File: src/rtl/hacdr_pkg.sv
// Package for the head angle center/drift response block.
// Shared widths, register indexes, lane control types. No dependencies.
package hacdr_pkg;

  localparam int unsigned NUM_AXES       = 3;
  localparam int unsigned ANG_W          = 16;
  localparam int unsigned CNT_W          = 32;
  localparam int unsigned MUL_W          = 2 * ANG_W;

  // Must stay a power of two: the average is an arithmetic shift.
  localparam int unsigned CENTER_SAMPLES = 8;
  localparam int unsigned CENTER_SHIFT   = $clog2(CENTER_SAMPLES);

  localparam int unsigned DRIFT_SHIFT    = 10;
  localparam int unsigned CURVE_SHIFT    = 13;
  localparam int unsigned DRIFT_PROD_W   = DRIFT_SHIFT + ANG_W;
  localparam int unsigned SQ_W           = 2 * ANG_W + 1;

  localparam int unsigned AXIS_YAW       = 0;

  localparam logic [CNT_W-1:0] CNT_INIT  = CNT_W'(-CENTER_SAMPLES);

  localparam logic signed [MUL_W-1:0] PROD_MAX = MUL_W'(32767);
  localparam logic signed [MUL_W-1:0] PROD_MIN = -MUL_W'(32768);
  localparam logic [ANG_W-1:0]        SAT_MAX  = 16'h7FFF;
  localparam logic [ANG_W-1:0]        SAT_MIN  = 16'h8000;

  localparam int unsigned CFG_IDX_W = 3;
  typedef logic [CFG_IDX_W-1:0] cfg_idx_t;
  localparam cfg_idx_t REG_LINEAR_MODE = 3'd0;
  localparam cfg_idx_t REG_YAW_DRIFT   = 3'd1;
  localparam cfg_idx_t REG_GAIN_YAW    = 3'd2;
  localparam cfg_idx_t REG_GAIN_ROLL   = 3'd3;
  localparam cfg_idx_t REG_GAIN_PITCH  = 3'd4;

  typedef logic [NUM_AXES-1:0][ANG_W-1:0] ang_vec_t;

  typedef struct packed {
    logic start;
    logic hold;
  } lane_ctl_t;

  typedef struct packed {
    logic b_vld;
    logic c_vld;
  } lane_stat_t;

endpackage

File: src/rtl/hacdr_center.sv
// Recenter control, sample counter and wrap-biased center averaging.
// Produces the centered angles of each accepted sample. Depends on hacdr_pkg.
module hacdr_center (
  input  logic                         clk_i,
  input  logic                         rst_ni,
  input  logic                         accept_i,
  input  hacdr_pkg::ang_vec_t          ang_i,
  input  logic                         recenter_i,
  output hacdr_pkg::ang_vec_t          x_o,
  output logic [hacdr_pkg::DRIFT_PROD_W-1:0] cnt_o,
  output logic                         vld_o
);
  import hacdr_pkg::*;

  logic                 pend_q;
  logic                 rdy_q, rdy_d;
  logic [CNT_W-1:0]     cnt_q, cnt_d;
  ang_vec_t             ctr_q, ctr_d;
  ang_vec_t             ref_q, ref_d;
  ang_vec_t             x_q, x_d;
  logic                 vld_q;

  always_comb begin
    logic             pend_eff;
    logic             rdy_base;
    logic             wrap;
    logic [ANG_W-1:0] acc;
    pend_eff = pend_q | recenter_i;
    cnt_d    = (pend_eff ? CNT_INIT : cnt_q) + CNT_W'(1);
    rdy_base = pend_eff ? 1'b0 : rdy_q;
    wrap     = (cnt_d == '0);
    for (int a = 0; a < NUM_AXES; a++) begin
      ref_d[a] = pend_eff ? ang_i[a] : ref_q[a];
      acc      = pend_eff ? '0 : ctr_q[a];
      if (!rdy_base) begin
        acc = acc + ang_i[a] - ref_d[a];
      end
      if (wrap) begin
        acc = ANG_W'($signed(acc) >>> CENTER_SHIFT) + ref_d[a];
      end
      ctr_d[a] = acc;
      x_d[a]   = ang_i[a] - acc;
    end
    rdy_d = rdy_base | wrap;
  end

  always_ff @(posedge clk_i or negedge rst_ni) begin
    if (!rst_ni) begin
      pend_q <= 1'b1;
      rdy_q  <= 1'b0;
      cnt_q  <= '0;
      ctr_q  <= '0;
      ref_q  <= '0;
      vld_q  <= 1'b0;
    end else begin
      vld_q <= accept_i & rdy_d;
      if (accept_i) begin
        pend_q <= 1'b0;
        rdy_q  <= rdy_d;
        cnt_q  <= cnt_d;
        ctr_q  <= ctr_d;
        ref_q  <= ref_d;
      end
    end
  end

  always_ff @(posedge clk_i) begin
    if (accept_i) begin
      x_q <= x_d;
    end
  end

  assign x_o   = x_q;
  assign cnt_o = cnt_q[DRIFT_PROD_W-1:0];
  assign vld_o = vld_q;

endmodule

File: config.mk
export PLATFORM = sky130hd
export DESIGN_NAME = hacdr_center
export DESIGN_NICKNAME = d
export VERILOG_FILES = /design/src/rtl/hacdr_pkg.sv /design/src/rtl/hacdr_center.sv
export SDC_FILE = /design/constraint.sdc
export NUM_CORES = 1
export LEC_CHECK = 0
export ABC_AREA = 1
export BUFFER_PORTS_ARGS = -buffer_cell sky130_fd_sc_hd__buf_2
export CAP_MARGIN = 20
export CELL_PAD_IN_SITES_DETAIL_PLACEMENT = 0
export CELL_PAD_IN_SITES_GLOBAL_PLACEMENT = 2
export CORE_ASPECT_RATIO = 1.5
export CORE_MARGIN = 4
export CORE_UTILIZATION = 32
export CTS_BUF_LIST = sky130_fd_sc_hd__clkbuf_4
export DETAILED_ROUTE_END_ITERATION = 10
export PLACE_DENSITY = 0.83
export SYNTH_ARGS = -nofsm -noshare
export SYNTH_HDL_FRONTEND = slang
export SYNTH_SLANG_ARGS = --single-unit
File: constraint.sdc
create_clock -name clk_i -period 7.8 [get_ports clk_i]
set_input_delay 1.56 -clock clk_i [delete_from_list [all_inputs] [get_ports clk_i]]
set_output_delay 1.56 -clock clk_i [all_outputs]
set_load 0.02 [all_outputs]
==> out/qor.yml <==
timing.final.ws_setup_ns: 0.937
power.switching_uw: 4950
reg2reg_slack_ns: 1.49
synth_cells: 2591
synthesis.nets: 2816
track_usage_pct: 19.5
clock_path_buffers: 2
clockPowerShare_pct: 6.9
nFillCells: 5908
yosysMostFrequentCell: "nand2_1"
synth_cell_types: 47
fin_crit_sh_pct: 88.0
crit_required_ns: 8.29
slew_headroom_pct: 36.8
synth_flop_cell: "dfrtp_1"
cts_hold_buf: 0
ys_seq_area_share_pct: 26.9
worst_pin_slew_ns: 0.948
multi_input_area_mm2: 0.0110
dr.pass1.iters: 7
synth_fa_ha_area_share_pct: 14.1
synth_top_family_by_area: "simple AND/OR/NAND/NOR gates"
min_period_ns: 6.86
whs_path_depth: 2
stdcell_area_mm2: 0.0192
power.internal_uw: 4120
regArea_mm2: 0.00472
clock-skew-final_ns: 0.0305
synth_compound_area_share_pct: 13.8
gp_congestion: 0.916
cp-end-kind: "register"
synthMuxAreaShare_pct: 0.399
synth_xor_area_share_pct: 5.48
synthSimpleGateAreaFrac_pct: 28.7
drtIter0Drc: 679
rsz0062_at_grt: "false"
grt_max_degree: 92
synth_top_area_share_pct: 18.5
hold_violations: 0
finalSetupViolCount: 0
synth-edff-count: 48
syn_to_final_growth_pct: 9.07
cts_buffers: 17
wl_um: 56700
cts_max_level: 4
clockRootBuffer: "clkbuf_4"
p_sw_share_pct: 54.6
maxCapViolations: 0
hold_class: "register to register"
slowest_stage: "fa_1"
grt_pass1_wl_um: 90500
core.rowCount: 104
synth_commonest_cells: "787 x nand2_1, 355 x inv_1, 254 x o21ai_0"
drtAntennaViolNets: 0
combPwrFrac_pct: 75.7
hpwl_um: 44100
synth_top_area_cell: "dfrtp_1"
grt_overflow: 0
r2r-start: "pend_q"
fmax_mhz: 146
p_per_area_mw_per_mm2: 474
start_kind: "primary input"
wl_per_cell_um: 16.8
postPlaceCellArea_mm2: 0.0189
synth.area.top_cells: "dfrtp_1 19%, nand2_1 17%, ha_1 9.3%"
cts_tree: "done"
path_common_cell: "nand2_1"
drive_gt1_share_pct: 9.08
synthArstFlopShare_pct: 73.2
grt_pass1_vias: 17100
vias: 16500
io_buffers: 126
critPathMaxFanout: 81
die_y_um: 295
antenna_found_initial: 2
critPathKind: "primary input to register"
start_util_pct: 32.5
max_stage_delay_ns: 0.46
timing.final.max_slew_violations: 0
totalNegativeSetupSlack_ns: 0
peakVddDrop_mv: 0.208
cts.sinks: 179
dieArea_mm2: 0.0588
yosys_warnings: 0
min_from: "pend_q"
crit_arrival_ns: 7.35
insertion_delay_ns: 0.72
min_to: "pend_q"
pre_cts_ws_ns: 0.228
cts-resized-gates: 0
clkTransAtPathRegs_ns: 0.16
seq_power_share_pct: 17.4
ys_ff_latch: 179
syn_area_per_cell_um2: 6.78
final_nets: 2900
vias_per_cell: 4.88
reg2reg_depth: 32
leakage_uw: 0.00995
drc: 0
reg2reg_to: "x_o[15]"
die_x_um: 199
status: "finished clean"
io_pins: 127
core_area_mm2: 0.0540
post-cts-setup-buffers: 0
syn-cell-area_mm2: 0.0176
[per-stage QoR]
step | instances | utilization, % | power (uW) | hold slack, ns
final | 3378 | 35.5 | 9080 | 0.473
after global routing | 3378 | 35.5 | 10200 | 0.505
after global placement | 3345 | 34.9 | 8460 | 0.454
after CTS | 3377 | 35.5 | 9160 | 0.476
after detailed placement | 3345 | 34.9 | 8460 | 0.454
after floorplan | 2591 | - | 6700 | 0.438
[layout by cell type (no fill, tap or decap), drive strengths merged, types with 11 or more instances in the layout]
cell type and n:
buf 164, clkbuf 18, nor2 199, fa 42
dfrtp 130, nor3 11, nand3 174, ha 131
xnor2 43, nand4 19, a21oi 106, o21bai 16
nand2 794, a31oi 14, inv 362, o21ai 279
xor2 67, edfxtp 48
[kinds of logic after synthesis]
kind of cell,count (synthesis)
multiplexers,7
AND/OR/NAND/NOR,1213
XOR/XNOR,110
AO/OA/AOI/OAI,451
adder cells (fa/ha/maj),173
flip-flops,179
buffers and inverters,458
[critical path, delay by kind of cell]
family                   cells  cell delay, ns
buffers and inverters        5            0.72
adder cells (fa/ha/maj)      4            1.54
AO/OA/AOI/OAI                5            0.79
XOR/XNOR                     2            0.35
AND/OR/NAND/NOR             18            2.37
[flip-flops by register name, indices dropped and copies added, names as in the netlist]
name    flops
pend_q      1
cnt_q      32
rdy_q       1
vld_o       1
ctr_q      48
x_o        48
ref_q      48
[per-layer routing]
layer	vias up	share of wire, %	global-route usage, %
li1	8466	-	-
met1	7649	42	22.5
met2	297	52	36.4
met3	83	2.9	2.13
met4	2	3.5	7.91
met5	-	0.023	0
[how the worst max path moves through the flow]
stage                    start       to  slack, ns  cells after the start
floorplan           recenter_i  x_o[46]       0.26                     41
global placement    recenter_i  x_o[15]       0.17                     34
detailed placement  recenter_i  x_o[15]       0.23                     34
CTS                 recenter_i  x_o[46]       1.03                     38
global route        recenter_i  x_o[30]       0.41                     37
finish              recenter_i  x_o[15]       0.94                     34
[power groups by stage]
stage | logic (uW) | clock network, uW | registers, uW
floorplan | 4970 | 0 | 1730
global placement | 6870 | 0 | 1600
detailed placement | 6860 | 0 | 1600
CTS | 6910 | 664 | 1590
global route | 7870 | 690 | 1620
finish | 6870 | 627 | 1580
[layout make-up]
cell class              instances  share of cell area (%)
multi-input cells            1954                    57.4
flip-flops and latches        179                    24.6
inverters                     359                    7.04
repair buffers                164                    4.91
well taps                     689                    4.50
clock inverters                14                   0.829
clock buffers                  18                   0.705
diodes                          1                  0.0131
(Power assumes the default switching activity.)
