`src/rtl/hacdr_pkg.sv`:
```
// Package for the head angle center/drift response block.
// Shared widths, register indexes, lane control types. No dependencies.
package hacdr_pkg;

  localparam int unsigned NUM_AXES       = 3;
  localparam int unsigned ANG_W          = 16;
  localparam int unsigned CNT_W          = 32;
  localparam int unsigned MUL_W          = 2 * ANG_W;

  // Must stay a power of two: the average is an arithmetic shift.
  localparam int unsigned CENTER_SAMPLES = 8;
  localparam int unsigned CENTER_SHIFT   = $clog2(CENTER_SAMPLES);

  localparam int unsigned DRIFT_SHIFT    = 10;
  localparam int unsigned CURVE_SHIFT    = 13;
  localparam int unsigned DRIFT_PROD_W   = DRIFT_SHIFT + ANG_W;
  localparam int unsigned SQ_W           = 2 * ANG_W + 1;

  localparam int unsigned AXIS_YAW       = 0;

  localparam logic [CNT_W-1:0] CNT_INIT  = CNT_W'(-CENTER_SAMPLES);

  localparam logic signed [MUL_W-1:0] PROD_MAX = MUL_W'(32767);
  localparam logic signed [MUL_W-1:0] PROD_MIN = -MUL_W'(32768);
  localparam logic [ANG_W-1:0]        SAT_MAX  = 16'h7FFF;
  localparam logic [ANG_W-1:0]        SAT_MIN  = 16'h8000;

  localparam int unsigned CFG_IDX_W = 3;
  typedef logic [CFG_IDX_W-1:0] cfg_idx_t;
  localparam cfg_idx_t REG_LINEAR_MODE = 3'd0;
  localparam cfg_idx_t REG_YAW_DRIFT   = 3'd1;
  localparam cfg_idx_t REG_GAIN_YAW    = 3'd2;
  localparam cfg_idx_t REG_GAIN_ROLL   = 3'd3;
  localparam cfg_idx_t REG_GAIN_PITCH  = 3'd4;

  typedef logic [NUM_AXES-1:0][ANG_W-1:0] ang_vec_t;

  typedef struct packed {
    logic start;
    logic hold;
  } lane_ctl_t;

  typedef struct packed {
    logic b_vld;
    logic c_vld;
  } lane_stat_t;

endpackage

```
`src/rtl/hacdr_if.sv`:
```


interface hacdr_out_if;
  logic                              valid;
  logic                              ready;
  logic signed [hacdr_pkg::ANG_W-1:0] out_yaw;
  logic signed [hacdr_pkg::ANG_W-1:0] out_roll;
  logic signed [hacdr_pkg::ANG_W-1:0] out_pitch;

  modport source (output valid, out_yaw, out_roll, out_pitch, input ready);
  modport sink   (input valid, out_yaw, out_roll, out_pitch, output ready);
endinterface


```
`src/rtl/hacdr_merge.sv`:
```
// Merge stage: joins the lane results into the output register.
// Drives the result channel. Depends on hacdr_pkg, hacdr_if.
module hacdr_merge (
  input  logic                         clk_i,
  input  logic                         rst_ni,
  input  logic [hacdr_pkg::NUM_AXES-1:0] done_i,
  input  hacdr_pkg::ang_vec_t          res_i,
  output logic                         stall_o,
  hacdr_out_if.source                  out_o
);
  import hacdr_pkg::*;

  logic     vld_q;
  ang_vec_t res_q;
  logic     load;

  assign stall_o = vld_q & ~out_o.ready;
  assign load    = (&done_i) & ~stall_o;

  always_ff @(posedge clk_i or negedge rst_ni) begin
    if (!rst_ni) begin
      vld_q <= 1'b0;
    end else if (load) begin
      vld_q <= 1'b1;
    end else if (out_o.ready) begin
      vld_q <= 1'b0;
    end
  end

  always_ff @(posedge clk_i) begin
    if (load) begin
      res_q <= res_i;
    end
  end

  assign out_o.valid     = vld_q;
  assign out_o.out_yaw   = res_q[0];
  assign out_o.out_roll  = res_q[1];
  assign out_o.out_pitch = res_q[2];

endmodule

```
`src/flat_wrapper.sv`:
```
// flat-port wrapper written by rule: the top's interface ports become plain ports
module hacdr_merge_flat import hacdr_pkg::*;
  (clk_i, rst_ni, done_i, res_i, stall_o, out_o_valid, out_o_out_yaw, out_o_out_roll, out_o_out_pitch, out_o_ready);
  hacdr_out_if out_o_i ();
  input  logic clk_i;
  input  logic rst_ni;
  input  logic [hacdr_pkg::NUM_AXES-1:0] done_i;
  input  hacdr_pkg::ang_vec_t res_i;
  output logic stall_o;
  output wire logic [$bits(out_o_i.valid)-1:0] out_o_valid;
  output wire logic [$bits(out_o_i.out_yaw)-1:0] out_o_out_yaw;
  output wire logic [$bits(out_o_i.out_roll)-1:0] out_o_out_roll;
  output wire logic [$bits(out_o_i.out_pitch)-1:0] out_o_out_pitch;
  input wire logic [$bits(out_o_i.ready)-1:0] out_o_ready;
  assign out_o_valid = out_o_i.valid;
  assign out_o_out_yaw = out_o_i.out_yaw;
  assign out_o_out_roll = out_o_i.out_roll;
  assign out_o_out_pitch = out_o_i.out_pitch;
  assign out_o_i.ready = out_o_ready;
  hacdr_merge u_core (.clk_i(clk_i), .rst_ni(rst_ni), .done_i(done_i), .res_i(res_i), .stall_o(stall_o), .out_o(out_o_i));
endmodule
```
`config.mk`:
```
export PLATFORM = sky130hd
export DESIGN_NAME = hacdr_merge_flat
export DESIGN_NICKNAME = d
export VERILOG_FILES = /design/src/rtl/hacdr_pkg.sv /design/src/rtl/hacdr_if.sv /design/src/rtl/hacdr_merge.sv /design/src/flat_wrapper.sv
export SDC_FILE = /design/constraint.sdc
export NUM_CORES = 1
export LEC_CHECK = 0
export BUFFER_PORTS_ARGS = -buffer_cell sky130_fd_sc_hd__buf_2
export CORE_MARGIN = 2
export CORE_UTILIZATION = 43
export DETAILED_ROUTE_END_ITERATION = 7
export MAX_ROUTING_LAYER = met4
export PLACE_DENSITY = 0.84
export SLEW_MARGIN = 10
export SYNTH_ARGS = -nofsm -noshare
export SYNTH_HDL_FRONTEND = slang
export SYNTH_SLANG_ARGS = --single-unit
```
`constraint.sdc`:
```
create_clock -name clk_i -period 6.9 [get_ports clk_i]
set_input_delay 0.345 -clock clk_i [delete_from_list [all_inputs] [get_ports clk_i]]
set_output_delay 0.345 -clock clk_i [all_outputs]
set_load 0.02 [all_outputs]
```
==> impl_metrics.json <==
{
  "drv_cap": 0,
  "regArea_mm2": 0.00147,
  "ctsResizeCount": 0,
  "dr_total_vias": 926,
  "cts_root_buffer": "clkbuf_4",
  "wl_per_cell_um": 14.1,
  "first_global_vias": 921,
  "synth_flop_cell": "edfxtp_1",
  "drt_iter0_drc": 19,
  "place_inst": 202,
  "fin_crit_ps": 1630,
  "place_ws_ps": 4970,
  "netlist.area_leader.share_pct": 96.4,
  "die_area_mm2": 0.00396,
  "finalCritPeriodShare_pct": 23.6,
  "grt-ovfl-total": 0,
  "clk_pin_slew_ps": 130,
  "setup-tns-final_ps": 0,
  "fin_cells": 212,
  "via_per_inst": 4.37,
  "firstDrtPassIters": 4,
  "cts_tree": "built",
  "post_cts_buffers": 0,
  "place_area_mm2": 0.00208,
  "max_stage_delay_ps": 540,
  "nNetsFinal": 219,
  "syn2layout_area_growth_pct": 46.6,
  "diodes": 0,
  "syn_area_per_cell_um2": 28.2,
  "synth-seq-cells": 49,
  "holdWs_ps": 155,
  "gp_congestion": 0.741,
  "maxSlewViolCount": 0,
  "synth_seq_area_share_pct": 98.1,
  "core_mm2": 0.00334,
  "required_ps": 6970,
  "initial_core_util_pct": 44.8,
  "fin_total_pwr_mw": 0.539,
  "multi_input_area_um2": 36.3,
  "final_area_mm2": 0.00219,
  "drive_gt1_share_pct": 68.1,
  "grt.busiest_layer": "met2",
  "yosysUniqueCellTypes": 6,
  "syn_nets": 107,
  "ios": 104,
  "clockBufferDepth": 2,
  "maxSlewHeadroom_pct": 55.2,
  "path_buf_inv": 1,
  "cts_inserted_buffers": 5,
  "rows": 21,
  "yosys.area.top_type": "edfxtp_1",
  "setup_violations": 0,
  "io_buffer_count": 103,
  "ir_drop_mv": 0.175,
  "crit_slowest_cell": "nor2_4",
  "fill_cells": 247,
  "yosysMostFrequentCell": "edfxtp_1",
  "ys.warnings.count": 0,
  "setup_ws_ps": 5270,
  "rsz0062_at_grt": "no",
  "clk-insertion-delay-late_ps": 350,
  "crit_path_cell_trace": "nor2b_4 -> nor2_4 -> buf_16",
  "cp_max_fo": 26,
  "hold_viol": 0,
  "critPathKind": "flip-flop to flip-flop",
  "fin_skew_ps": 6.58,
  "synth_edf_count": 48,
  "grt_first_pass_wirelength_um": 4330,
  "hold_class": "primary input to flip-flop",
  "synthesis.area_mm2": 0.00150,
  "fin_util_pct": 65.7,
  "worst_pin_slew_ps": 671,
  "leakagePower_nw": 0.929,
  "synthCells": 53,
  "async_reset_ff_share_pct": 2.04,
  "grt_use_met1_pct": 16.6,
  "critPathTopFamily": "simple AND/OR/NAND/NOR gates",
  "grt_use_met3_pct": 8.47,
  "crit_path_end_kind": "flip-flop",
  "met2_usage_pct": 25.1,
  "power_density_mw_per_mm2": 246,
  "grt_max_degree": 49,
  "die_h_um": 63.0,
  "synth_area_leaders": "edfxtp_1, dfrtp_1, nor2b_4",
  "cts.htree.levels": 2,
  "antenna_found_initial": 0,
  "grt_use_total_pct": 15.9,
  "setup.worst_path.start_class": "flip-flop",
  "fmax_ghz": 0.615,
  "drc": 0,
  "cts_sinks": 49,
  "totalWireLength_um": 2990,
  "cp.arrival_ps": 1700,
  "status": "finished, final reports clean",
  "die-width_um": 63.0,
  "ant_nets": 0
}
## placed cells by master (no fill, tap or decap)
cell type	instances
buf_16	1
buf_2	103
bufinv_16	1
clkbuf_4	5
clkinv_1	1
clkinvlp_4	1
dfrtp_1	1
dlygate4sd3_1	1
edfxtp_1	48
nand2b_1	1
nand3_1	1
nor2_4	1
nor2b_4	1
## per-layer routing
metal	vias to the layer above	wire length, um
li1	436	-
met1	415	1100
met2	69	1490
met3	6	341
met4	0	57
met5	-	0
## worst reg2reg max path, cell delays in order (launching register included)
cell	delay, ps
dfrtp_1	410
nor2b_4	140
nor2_4	540
buf_16	260
## timing repair
item | CTS | global route
endpoints found under the hold margin | 1 | 0
setup endpoints to repair | 0 | 0
hold buffers | 1 | 0
## flip-flops by register name, indices dropped and copies added (netlist names)
name,cells
u_core.out_o.out_roll,16
u_core.out_o.out_yaw,16
u_core.out_o.valid,1
u_core.out_o.out_pitch,16
## layout make-up
cell class / count / area share [%]
well taps: 46 / 2.63
flip-flops and latches: 49 / 66.9
clock buffers: 5 / 1.71
repair buffers: 105 / 25.2
multi-input cells: 4 / 1.66
clock inverters: 3 / 1.88
## worst paths after layout
path                                     from                         end  cells after the start  slack, ps
max                        u_core.out_o.valid   u_core.out_o.out_pitch[3]                      3       5270
min in group asynchronous              rst_ni          u_core.out_o.valid                      2        300
max reg2reg                u_core.out_o.valid   u_core.out_o.out_pitch[3]                      3       5270
min reg2reg                u_core.out_o.valid          u_core.out_o.valid                      2        720
min                                 res_i[45]  u_core.out_o.out_pitch[13]                      1        160
max in group asynchronous              rst_ni          u_core.out_o.valid                      2       6520
## cell families (layout without fill, tap and decap cells)
| kind of cell | count (synthesis) | after routing | share of synthesized area [%] |
|---|---|---|---|
| flops | 49 | 49 | 98.1 |
| simple gates | 4 | 4 | 1.92 |
| buf+inv | 0 | 113 | 0 |
## power by group
group | leakage (nW) | internal (mW) | switching, mW
combinational | 0.438 | 0.0182 | 0.0227
clock | 0.0389 | 0.0751 | 0.0843
sequential | 0.453 | 0.337 | 0.00218
(Power assumes the default switching activity.)
