==> config.mk <==
export PLATFORM = sky130hd
export DESIGN_NAME = hacdr_lane
export DESIGN_NICKNAME = d
export VERILOG_FILES = /design/src/rtl/hacdr_pkg.sv /design/src/rtl/hacdr_lane.sv
export SDC_FILE = /design/constraint.sdc
export NUM_CORES = 1
export LEC_CHECK = 0
export ABC_CLOCK_PERIOD_IN_PS = 7170
export BUFFER_PORTS_ARGS = -buffer_cell sky130_fd_sc_hd__buf_4
export CAP_MARGIN = 10
export CORE_MARGIN = 4
export CORE_UTILIZATION = 40
export DETAILED_ROUTE_END_ITERATION = 10
export HOLD_SLACK_MARGIN = 0.1
export MAX_ROUTING_LAYER = met4
export REMOVE_ABC_BUFFERS = 1
export SKIP_LAST_GASP = 1
export SLEW_MARGIN = 0
export SYNTH_ARGS = -nofsm -noshare
export SYNTH_HDL_FRONTEND = slang
export SYNTH_SLANG_ARGS = --single-unit
==> constraint.sdc <==
create_clock -name clk_i -period 7.17 [get_ports clk_i]
set_input_delay 0.717 -clock clk_i [delete_from_list [all_inputs] [get_ports clk_i]]
set_output_delay 0.717 -clock clk_i [all_outputs]
set_load 0.01 [all_outputs]
==> src/rtl/hacdr_pkg.sv <==
// Package for the head angle center/drift response block.
// Shared widths, register indexes, lane control types. No dependencies.
package hacdr_pkg;

  localparam int unsigned NUM_AXES       = 3;
  localparam int unsigned ANG_W          = 16;
  localparam int unsigned CNT_W          = 32;
  localparam int unsigned MUL_W          = 2 * ANG_W;

  // Must stay a power of two: the average is an arithmetic shift.
  localparam int unsigned CENTER_SAMPLES = 8;
  localparam int unsigned CENTER_SHIFT   = $clog2(CENTER_SAMPLES);

  localparam int unsigned DRIFT_SHIFT    = 10;
  localparam int unsigned CURVE_SHIFT    = 13;
  localparam int unsigned DRIFT_PROD_W   = DRIFT_SHIFT + ANG_W;
  localparam int unsigned SQ_W           = 2 * ANG_W + 1;

  localparam int unsigned AXIS_YAW       = 0;

  localparam logic [CNT_W-1:0] CNT_INIT  = CNT_W'(-CENTER_SAMPLES);

  localparam logic signed [MUL_W-1:0] PROD_MAX = MUL_W'(32767);
  localparam logic signed [MUL_W-1:0] PROD_MIN = -MUL_W'(32768);
  localparam logic [ANG_W-1:0]        SAT_MAX  = 16'h7FFF;
  localparam logic [ANG_W-1:0]        SAT_MIN  = 16'h8000;

  localparam int unsigned CFG_IDX_W = 3;
  typedef logic [CFG_IDX_W-1:0] cfg_idx_t;
  localparam cfg_idx_t REG_LINEAR_MODE = 3'd0;
  localparam cfg_idx_t REG_YAW_DRIFT   = 3'd1;
  localparam cfg_idx_t REG_GAIN_YAW    = 3'd2;
  localparam cfg_idx_t REG_GAIN_ROLL   = 3'd3;
  localparam cfg_idx_t REG_GAIN_PITCH  = 3'd4;

  typedef logic [NUM_AXES-1:0][ANG_W-1:0] ang_vec_t;

  typedef struct packed {
    logic start;
    logic hold;
  } lane_ctl_t;

  typedef struct packed {
    logic b_vld;
    logic c_vld;
  } lane_stat_t;

endpackage

==> src/rtl/hacdr_lane.sv <==
// One axis lane: drift subtract, x*|x| curve, gain multiply, saturation.
// Two register stages. Depends on hacdr_pkg.
module hacdr_lane (
  input  logic                        clk_i,
  input  logic                        rst_ni,
  input  hacdr_pkg::lane_ctl_t        ctl_i,
  input  logic [hacdr_pkg::ANG_W-1:0] x_i,
  input  logic [hacdr_pkg::ANG_W-1:0] sub_i,
  input  logic                        linear_i,
  input  logic [hacdr_pkg::ANG_W-1:0] gain_i,
  output hacdr_pkg::lane_stat_t       stat_o,
  output logic [hacdr_pkg::ANG_W-1:0] res_o
);
  import hacdr_pkg::*;

  logic                    vb_q, vc_q;
  logic                    hold;
  logic [ANG_W-1:0]        y_d, y_q;
  logic [ANG_W:0]          ay;
  logic signed [SQ_W-1:0]  sq_d, sq_q;
  logic [ANG_W-1:0]        shaped;
  logic signed [MUL_W-1:0] p_d, p_q;

  // the lane holds only while a finished result waits; both stages then hold
  assign hold = ctl_i.hold & vc_q;

  assign y_d  = x_i - sub_i;
  assign ay   = y_d[ANG_W-1] ? ((ANG_W+1)'(0) - {y_d[ANG_W-1], y_d}) : {1'b0, y_d};
  assign sq_d = $signed(y_d) * $signed({1'b0, ay});

  assign shaped = linear_i ? y_q : sq_q[CURVE_SHIFT+ANG_W-1:CURVE_SHIFT];
  assign p_d    = $signed(shaped) * $signed(gain_i);

  always_ff @(posedge clk_i or negedge rst_ni) begin
    if (!rst_ni) begin
      vb_q <= 1'b0;
      vc_q <= 1'b0;
    end else if (!hold) begin
      vb_q <= ctl_i.start;
      vc_q <= vb_q;
    end
  end

  always_ff @(posedge clk_i) begin
    if (!hold) begin
      if (ctl_i.start) begin
        y_q  <= y_d;
        sq_q <= sq_d;
      end
      if (vb_q) begin
        p_q <= p_d;
      end
    end
  end

  always_comb begin
    if (p_q > PROD_MAX) begin
      res_o = SAT_MAX;
    end else if (p_q < PROD_MIN) begin
      res_o = SAT_MIN;
    end else begin
      res_o = p_q[ANG_W-1:0];
    end
  end

  assign stat_o.b_vld = vb_q;
  assign stat_o.c_vld = vc_q;

endmodule

==> results.txt <==
----------------------------------------------------
[Synth]
  Most area-hungry cell type in the Yosys netlist ... fa_1
  Netlist cell types ... 62
  Number of flops mapped to enable cells by yosys ... 64
  Post-Syn Area per Cell ... 9.30 um^2
  Synth top area cells ... fa_1, ha_1, inv_1
  Async set-reset flop share out of synthesis ... 3.03%
  Number of warnings printed during yosys synthesis ... 0
  Ys flop type ... edfxtp_1
  Area fraction of the dominant cell type after synthesis ... 43.9%
  Part of the Yosys area used for sequential elements ... 9.28%
  Synthesized flop and latch total ... 66
  Post-Synthesis Cells ... 2285
  Netlist area before placement ... 0.0212 mm^2

[Final layout]
  Post-route cell area ... 0.0265 mm^2
  Fillers ... 4839
  Area used by sequential logic in the layout ... 0.00197 mm^2
  Count of inserted antenna diode cells ... 0
  Share of layout cells above drive strength 1 ... 22.8%
  Area growth from synthesis to layout ... 24.9%
  Total number of nets in the final design ... 3364
  Area of combinational cells with multiple inputs ... 0.0180 mm^2

[Worst setup path]
  Critical path data required time ... 7.25 ns
  Crit path max-delay cell type ... fa_1
  Crit Path Category ... primary input to flip-flop
  Kind of end point of the critical path ... flip-flop
  Top fanout value on the critical path ... 3
  Type of element launching the critical path ... primary input
  Arrival time of the worst setup path ... 8.39 ns
  Cell count of the worst reg-to-reg path ... 26
  Most common cell type on the critical path ... fa_1
  Biggest cell delay along the critical path ... 0.56 ns

[Drt]
  # DRC ... 0
  Post-detailed-routing wire length ... 55100 um
  Uppermost routed layer ... met4
  Number of iterations in the first detailed-routing pass ... 7
  Drt initial violations ... 719
  ANT nets after route ... 0
  Wl on met1 ... 23500 um
  Via count of the routed design ... 16500
  DR vias/cell ... 4.94
  Amount of wire on met2 after detailed routing ... 27100 um
  Routed wire length per instance ... 16.5 um
  Met3 Wirelength ... 2690 um

[Timing]
  Pin slew with the least headroom to its limit ... 0.555 ns
  Unrepaired setup endpoints after global routing ... true
  Worst-case clock skew ... 0.0118 ns
  Fmax achieved ... 0.120 GHz
  Setup slack after layout ... -1.14 ns
  Final Hold Viols ... 0
  Final Setup Violations ... 16
  Final clock period utilization by the worst path ... 116%
  Worst slew margin relative to its limit ... 62.7%
  Setup_tns ... -14.35 ns
  Final Critical Period ... 8.31 ns
  Final Max Tran Viols ... 0

[Die]
  Initial Utilization ... 40.4%
  Die extent in x ... 238 um
  Core outline area ... 0.0526 mm^2
  Rows ... 84
  I/O pins ... 71
  Height of the die ... 238 um
  Overall die area ... 0.0569 mm^2

[CTS]
  Post-CTS clock slew at the launch and capture registers of the worst setup and hold paths ... 0.06 ns
  Clock Tree Buf Depth ... 2
  TritonCTS clock tree ... done
  Num CTS Buffers ... 9
  Clock sinks ... 66
  Buffer cell driving the clock tree root ... clkbuf_16
  Clock latency at the later pin of the worst-skew pair ... 0.34 ns
  H-tree levels ... 3

[Run status]
  Violations in the final reports ... negative setup slack
  Outcome ... finished, violations left

[Placed design]
  Final weighted congestion in routability-driven placement ... 0.955
  Count of buffers inserted at the top-level ports ... 70
  Detail Placement HPWL ... 45600 um
  Post-Place Cell Area ... 0.0246 mm^2

[Global routing]
  Wire length of the first global-routing pass ... 92500 um
  Aggregate global routing overflow ... 0
  Largest net degree at the start of global routing ... 34
  All-layer global routing usage ... 20.7%
  Vias in the first global route ... 18200
  Initial antenna violation count ... 0

[Hold path]
  Hold WC Path Type ... primary input to asynchronous set/reset pin

[Flow run]
  # Max-Cap Violations ... 0

----------------------------------------------------
-- metrics by stage --
step | std cells | util, % | hold slack (ns) | worst slack, ns
3_5_place_dp | 3278 | 46.9 | 0.502 | -2.32
3_3_place_gp | 3278 | 46.9 | 0.497 | -2.12
6_report | 3347 | 50.5 | 0.151 | -1.14
4_1_cts | 3327 | 49.3 | 0.138 | -1.29
2_1_floorplan | 2234 | - | 0.421 | -2.60
5_1_grt | 3347 | 50.5 | 0.133 | -1.42
-- final timing paths --
check	startpoint	end	slack [ns]
worst max-delay path	x_i[0]	sq_q[27]	-1.14
worst min-delay path	rst_ni	vb_q	0.15
worst max register to register	y_q[10]	p_q[31]	0.52
worst min register to register	vb_q	vc_q	0.53
max in group asynchronous	rst_ni	vc_q	6.93
min in group clk_i	vb_q	vc_q	0.53
-- synthesized netlist by cell type, types with 24 or more instances --
cell type / number
xnor2_1: 70
a21oi_1: 45
edfxtp_1: 64
nand2_1: 312
inv_1: 543
and2_1: 106
o21a_1: 32
ha_1: 191
fa_1: 466
clkbuf_1: 69
xor2_1: 24
nor2_1: 117
-- state kept, by name (all words and copies together), names as in the netlist --
register / flops
p_q: 32
y_q: 16
vb_q: 1
sq_q: 16
vc_q: 1
-- area by class of cell --
class	instances	area share (%)
Clock buffer	10	0.863
Clock inverter	6	0.434
Inverter	550	7.82
Multi-Input combinational cell	1618	67.7
Sequential cell	66	7.43
Tap cell	688	3.24
Timing Repair Buffer	409	12.5
-- layer usage --
metal / vias to the layer above / global-route usage [%]
li1: 7595 / -
met1: 8423 / 27.0
met2: 417 / 34.3
met3: 99 / 2.96
met4: 0 / 5.40
met5: - / -
-- logic make-up after synthesis --
family | Yosys count | share of synthesized area, %
multiplexers | 18 | 0.942
AND/OR/NAND/NOR | 650 | 14.0
other | 2 | 0.0353
buffers and inverters | 624 | 11.1
flip-flops | 66 | 9.28
adder cells (fa/ha/maj) | 657 | 55.2
AO/OA/AOI/OAI | 173 | 5.53
XOR/XNOR | 95 | 3.95
-- cell usage in the layout (no fill, tap or decap), drive strengths merged, types with 16 or more instances in the layout --
cell type    n
nor2       117
nand2      312
nor3        17
o21a        32
fa         466
edfxtp      64
conb        25
or2         20
mux2        16
a21oi       45
xnor2       71
ha         191
buf        408
nor2b       23
a21o        16
inv        549
and2       106
o21ai       23
xor2        24
-- timing repair --
action / 4_1_cts / 5_1_grt
cloned: 2 / 0
pin swaps: 57 / 68
setup buffers: 33 / 22
hold buffers: 0 / 0
gates resized for setup: 131 / 107
setup endpoints to repair: 16 / 21
-- critical path: cells and delay by family --
family / cells / cell delay (ns)
XOR/XNOR: 3 / 0.48
AO/OA/AOI/OAI: 6 / 1.26
multiplexers: 1 / 0.10
buffers and inverters: 9 / 0.76
adder cells (fa/ha/maj): 9 / 3.74
AND/OR/NAND/NOR: 6 / 1.31
Power is not shown: default switching activity piles up to over one toggle a cycle in this logic, so the estimate is an artifact.
